--- config.mk ---
export PLATFORM = sky130hd
export DESIGN_NAME = iou_nms_cell
export DESIGN_NICKNAME = d
export VERILOG_FILES = /design/src/design/iou_nms_pkg.sv /design/src/design/iou_nms_cell.sv
export SDC_FILE = /design/constraint.sdc
export NUM_CORES = 2
export LEC_CHECK = 0
export ABC_AREA = 1
export ABC_CLOCK_PERIOD_IN_PS = 13930
export BUFFER_PORTS_ARGS = -buffer_cell sky130_fd_sc_hd__buf_4
export CAP_MARGIN = 20
export CORE_MARGIN = 4
export CORE_UTILIZATION = 63
export DETAILED_ROUTE_END_ITERATION = 6
export GPL_TIMING_DRIVEN = 0
export PLACE_DENSITY = 0.83
export SETUP_SLACK_MARGIN = 0.1
export SYNTH_ARGS = -nofsm -noshare
export SYNTH_HDL_FRONTEND = slang
export SYNTH_SLANG_ARGS = --single-unit
--- constraint.sdc ---
create_clock -name clk -period 13.93 [get_ports clk]
set_clock_uncertainty 0.15 [all_clocks]
set_input_delay 0 -clock clk [delete_from_list [all_inputs] [get_ports clk]]
set_output_delay 0 -clock clk [all_outputs]
set_load 0.005 [all_outputs]
--- src/design/iou_nms_pkg.sv ---
// Package for the IoU non-maximum suppression block: widths, types and helpers.
// Used by the cell and the top level; no dependencies.
package iou_nms_pkg;

  localparam int MAX_KEPT_DEF        = 64;
  localparam int COORD_FRAC_BITS_DEF = 4;
  localparam int CoordW              = 16;
  localparam int SizeW               = 15;
  localparam int AreaW               = 30;
  localparam int ThrW                = 16;
  localparam int SlotW               = 6;
  localparam logic [ThrW-1:0] ThrReset = 16'd29491;

  typedef struct packed {
    logic signed [CoordW-1:0] left;
    logic signed [CoordW-1:0] top;
    logic [SizeW-1:0]         width;
    logic [SizeW-1:0]         height;
  } box_t;

  // Probe travelling down the chain, compared against each cell's stored box.
  typedef struct packed {
    box_t             box;
    logic [AreaW-1:0] area;
    logic             last;
    logic             hit;
  } probe_t;

  // Overlap length of [a0, a0+aw) and [b0, b0+bw), zero when disjoint.
  function automatic logic [SizeW-1:0] overlap(
      input logic signed [CoordW-1:0] a0, input logic [SizeW-1:0] aw,
      input logic signed [CoordW-1:0] b0, input logic [SizeW-1:0] bw);
    logic signed [CoordW+1:0] a1;
    logic signed [CoordW+1:0] b1;
    logic signed [CoordW+1:0] lo;
    logic signed [CoordW+1:0] hi;
    logic signed [CoordW+1:0] d;
    a1 = {{2{a0[CoordW-1]}}, a0} + $signed({3'b000, aw});
    b1 = {{2{b0[CoordW-1]}}, b0} + $signed({3'b000, bw});
    lo = (a0 > b0) ? {{2{a0[CoordW-1]}}, a0} : {{2{b0[CoordW-1]}}, b0};
    hi = (a1 < b1) ? a1 : b1;
    d  = hi - lo;
    overlap = (hi > lo) ? d[SizeW-1:0] : '0;
  endfunction

endpackage

--- src/design/iou_nms_cell.sv ---
// One table cell: holds a kept box and its area, tests the passing probe.
// Depends on iou_nms_pkg. Two register stages: overlap product, then compare.
module iou_nms_cell
  import iou_nms_pkg::*;
(
  input  logic            clk,
  input  logic            rst_n,
  input  logic [ThrW-1:0] thr,
  input  logic            in_vld,
  input  probe_t          in_probe,
  input  logic            wr_en,
  input  box_t            wr_box,
  input  logic [AreaW-1:0] wr_area,
  input  logic            occ,
  output logic            out_vld,
  output probe_t          out_probe
);

  box_t             box_r;
  logic [AreaW-1:0] area_r;
  logic             s1_vld_r, s1_occ_r;
  probe_t           s1_probe_r;
  logic [AreaW-1:0] s1_inter_r, s1_karea_r;
  logic             s2_vld_r;
  probe_t           s2_probe_r;
  probe_t           s2_probe_nxt;
  logic [SizeW-1:0] iw, ih;
  logic [AreaW:0]   uni;
  logic [AreaW+16:0] lhs, rhs;

  always_ff @(posedge clk) begin
    if (wr_en) begin
      box_r  <= wr_box;
      area_r <= wr_area;
    end
  end

  assign iw = overlap(in_probe.box.left, in_probe.box.width, box_r.left, box_r.width);
  assign ih = overlap(in_probe.box.top, in_probe.box.height, box_r.top, box_r.height);

  // Mark the probe once it is suppressed by an occupied cell
  always_comb begin
    s2_probe_nxt = s1_probe_r;
    if (s1_occ_r && (lhs > rhs)) s2_probe_nxt.hit = 1'b1;
  end

  always_ff @(posedge clk) begin
    if (!rst_n) begin
      s1_vld_r <= 1'b0;
      s2_vld_r <= 1'b0;
    end else begin
      s1_vld_r <= in_vld;
      s2_vld_r <= s1_vld_r;
    end
    s1_probe_r <= in_probe;
    s1_occ_r   <= occ;
    s1_inter_r <= iw * ih;
    s1_karea_r <= area_r;
    s2_probe_r <= s2_probe_nxt;
  end

  assign uni = {1'b0, s1_probe_r.area} + {1'b0, s1_karea_r} - {1'b0, s1_inter_r};
  assign lhs = {1'b0, s1_inter_r, 16'd0};
  assign rhs = (AreaW+17)'(uni * thr);

  assign out_vld   = s2_vld_r;
  assign out_probe = s2_probe_r;

endmodule

==> run_results.csv <==
group,metric,value,unit
logic_synthesis,yosysMostFrequentCell,"inv_1",
floorplan,ios,302,
logic_synthesis,seq_area_frac_synth,18.7,%
placement,place_area,44900,sq um
logic_synthesis,synthAdderAreaFrac,42.1,%
timing,final_max_slew_viol_count,0,
setup_path,crit_type,"in2reg",
global_routing,grt_pass1_vias,40900,
setup_path,required,14.30,ns
clock_tree,post_cts_buffers,0,
setup_path,start_kind,"input pin",
finish,layout.cells.non_filler,6527,
logic_synthesis,synth_area_leader_cell,"fa_1",
timing,relSlewSlack,33.9,%
timing,fin_hold_ws,-0.0150,ns
setup_path,slowest_stage,"dlygate4sd3_1",
timing,fmax,83.0,MHz
floorplan,die_y,265,um
floorplan,core-area,64900,sq um
timing,fin_tns_setup,0,ns
logic_synthesis,synthXorXnorAreaFrac,3.20,%
logic_synthesis,synth_edf_count,92,
placement,dp_hpwl,102,mm
route,antenna_left,0,
setup_path,cp-end-kind,"flip-flop",
status,status,"complete, but fails checks",
clock_tree,htreeDepth,1,
logic_synthesis,synth_compound_area_share,7.13,%
clock_tree,clock_path_buffers,3,
logic_synthesis,synth_top_family_by_area,"adder cells",
logic_synthesis,netlist_top_cells_area,"fa_1 29%, ha_1 13%, dfxtp_1 12%, inv_1 9.6%, nand2_1 7.6%",
finish,fin_nets,6878,
floorplan,initial_core_util,64.1,%
clock_tree,cts_root_buf,"clkbuf_16",
route,wire_per_inst,22.2,um
route,routed_wl,145,mm
floorplan,rows,93,
job,maxCapViolations,0,
finish,area_growth,19.3,%
global_routing,grt_pass1_wl,224,mm
timing,setup_viol,0,
placement,dp.cells,6096,
floorplan,die-area,70200,sq um
route,vias_per_cell,5.91,
timing,hold_viol,2,
clock_tree,post_cts_resized,0,
clock_tree,ctsHoldBuffers,353,
timing,finalCriticalPeriod,12.05,ns
setup_path,cp.arrival,12.42,ns
timing,grt_setup_unrepaired,"false",
route,vias,38600,
timing,worst_slew_pin_slew,0.982,ns
logic_synthesis,syn-cell-area,41600,sq um
route,drc_errors,16,
logic_synthesis,synth_mux_area_share,0,%
logic_synthesis,synthSimpleGateAreaFrac,17.6,%
logic_synthesis,ys_async_sr_fraction,0,%
route,dr.first_iter.drc_count,3874,
logic_synthesis,yosys.cell_types.count,63,
logic_synthesis,synth_warnings,0,
worst_hold_path,hold_path_class,"in2reg",
logic_synthesis,synth_seq_cells,343,
route,drt_pre_antenna_iters,7,
global_routing,grt_antenna_before_repair,13,
logic_synthesis,syn_avg_cell_area,8.41,sq um
timing,period_share,86.5,%
global_routing,overflow,0,
logic_synthesis,synth_commonest_cells,"1068 x inv_1, 844 x nand2_1, 607 x fa_1",
clock_tree,path_clk_slew,0.08,ns
finish,final_util,76.4,%
placement,place.port_buffers,292,
setup_path,max_stage_delay,0.55,ns
global_routing,grtUsageTotal,40.9,%
finish,layout-drive-gt1-share,9.40,%
logic_synthesis,synthCells,4949,
floorplan,die_x,265,um
global_routing,grt_max_degree,93,
clock_tree,clkLatencyLatePin,0.61,ns
finish,fill_cells,4324,
clock_tree,cts_buffers,30,
clock_tree,cts_tree,"built",
clock_tree,clock-sinks,343,
logic_synthesis,synth_top_area_share,29.2,%
finish,postLayoutCellArea,49600,sq um
setup_path,path_max_fanout,10,
logic_synthesis,synthFlopType,"dfxtp_1",
logic_synthesis,mappedNetlistNets,6193,
status,failed_checks,"DRC, hold timing",
placement,place.gp.congestion,1.00,
-- critical path, delay by kind of cell --
family                   cells  cell delay (ns)
adder cells (fa/ha/maj)     11             4.79
buffers and inverters       15             2.30
AND/OR/NAND/NOR             23             3.01
AO/OA/AOI/OAI                7             2.17
XOR/XNOR                     1             0.15
-- sequential cells by signal, summed over array words and instances, names as in the netlist --
name / flops
s1_probe_r: 94
out_probe: 94
box_r: 62
s1_occ_r: 1
s1_vld_r: 1
out_vld: 1
area_r: 30
s1_inter_r: 30
s1_karea_r: 30
-- cell usage in the layout, fill, tap and decap left out, types with 29 or more instances in the layout --
| master | synthesis | final |
|---|---|---|
| buf_4 | 5 | 298 |
| nor2_1 | 393 | 393 |
| ha_1 | 430 | 430 |
| nand2_1 | 844 | 844 |
| xnor2_1 | 54 | 54 |
| xor2_1 | 96 | 96 |
| a31oi_1 | 29 | 29 |
| fa_1 | 607 | 607 |
| edfxtp_1 | 92 | 92 |
| nand3_1 | 275 | 275 |
| dlygate4sd3_1 | 0 | 359 |
| a21oi_1 | 221 | 221 |
| or2_2 | 59 | 59 |
| inv_1 | 1068 | 1068 |
| clkbuf_16 | 0 | 34 |
| dfxtp_1 | 251 | 251 |
| o21ai_0 | 138 | 138 |
| clkbuf_1 | 72 | 73 |
-- logic make-up (layout without fill, tap and decap cells) --
kind of cell             Yosys count  in the layout
AND/OR/NAND/NOR                 1697           1697
buffers and inverters           1208           1917
adder cells (fa/ha/maj)         1037           1037
AO/OA/AOI/OAI                    513            513
flip-flops                       343            343
XOR/XNOR                         151            151
other                              0             14
-- final timing paths --
| check | from | end | slack [ns] | depth (start not counted) |
|---|---|---|---|---|
| worst max-delay path | in_probe[62] | s1_inter_r[22] | 1.88 | 57 |
| worst min-delay path | wr_area[6] | area_r[6] | -0.02 | 2 |
| worst max register to register | box_r[30] | s1_inter_r[22] | 1.89 | 57 |
| worst min register to register | s1_probe_r[73] | out_probe[73] | 0.17 | 0 |
-- area by class of cell --
type / instances / area (sq um) / area share, %
multi-input cells: 3398 / 29200 / 58.8
repair buffers: 653 / 5820 / 11.7
diodes: 14 / 35.0 / 0.0706
well taps: 855 / 1070 / 2.16
flip-flops and latches: 343 / 7790 / 15.7
plain buffers: 115 / 562 / 1.13
inverters: 1093 / 4110 / 8.27
clock inverters: 19 / 209 / 0.421
clock buffers: 37 / 882 / 1.78
-- metrics by stage --
step	setup WS [ns]	hold WS (ns)
final	1.88	-0.0150
after global routing	1.36	-0.00433
after CTS	2.49	0.000341
after detailed placement	2.52	-0.0446
after global placement	2.60	-0.0457
after floorplan	4.02	-0.122
-- routing by layer --
metal | routed length (um) | global-route usage, %
met1 | 47500 | 45.4
met2 | 69400 | 69.6
met3 | 14400 | 9.81
met4 | 13800 | 28.5
met5 | 23 | 0.135
Power is not shown: default switching activity piles up to over one toggle a cycle in this logic, so the estimate is an artifact.
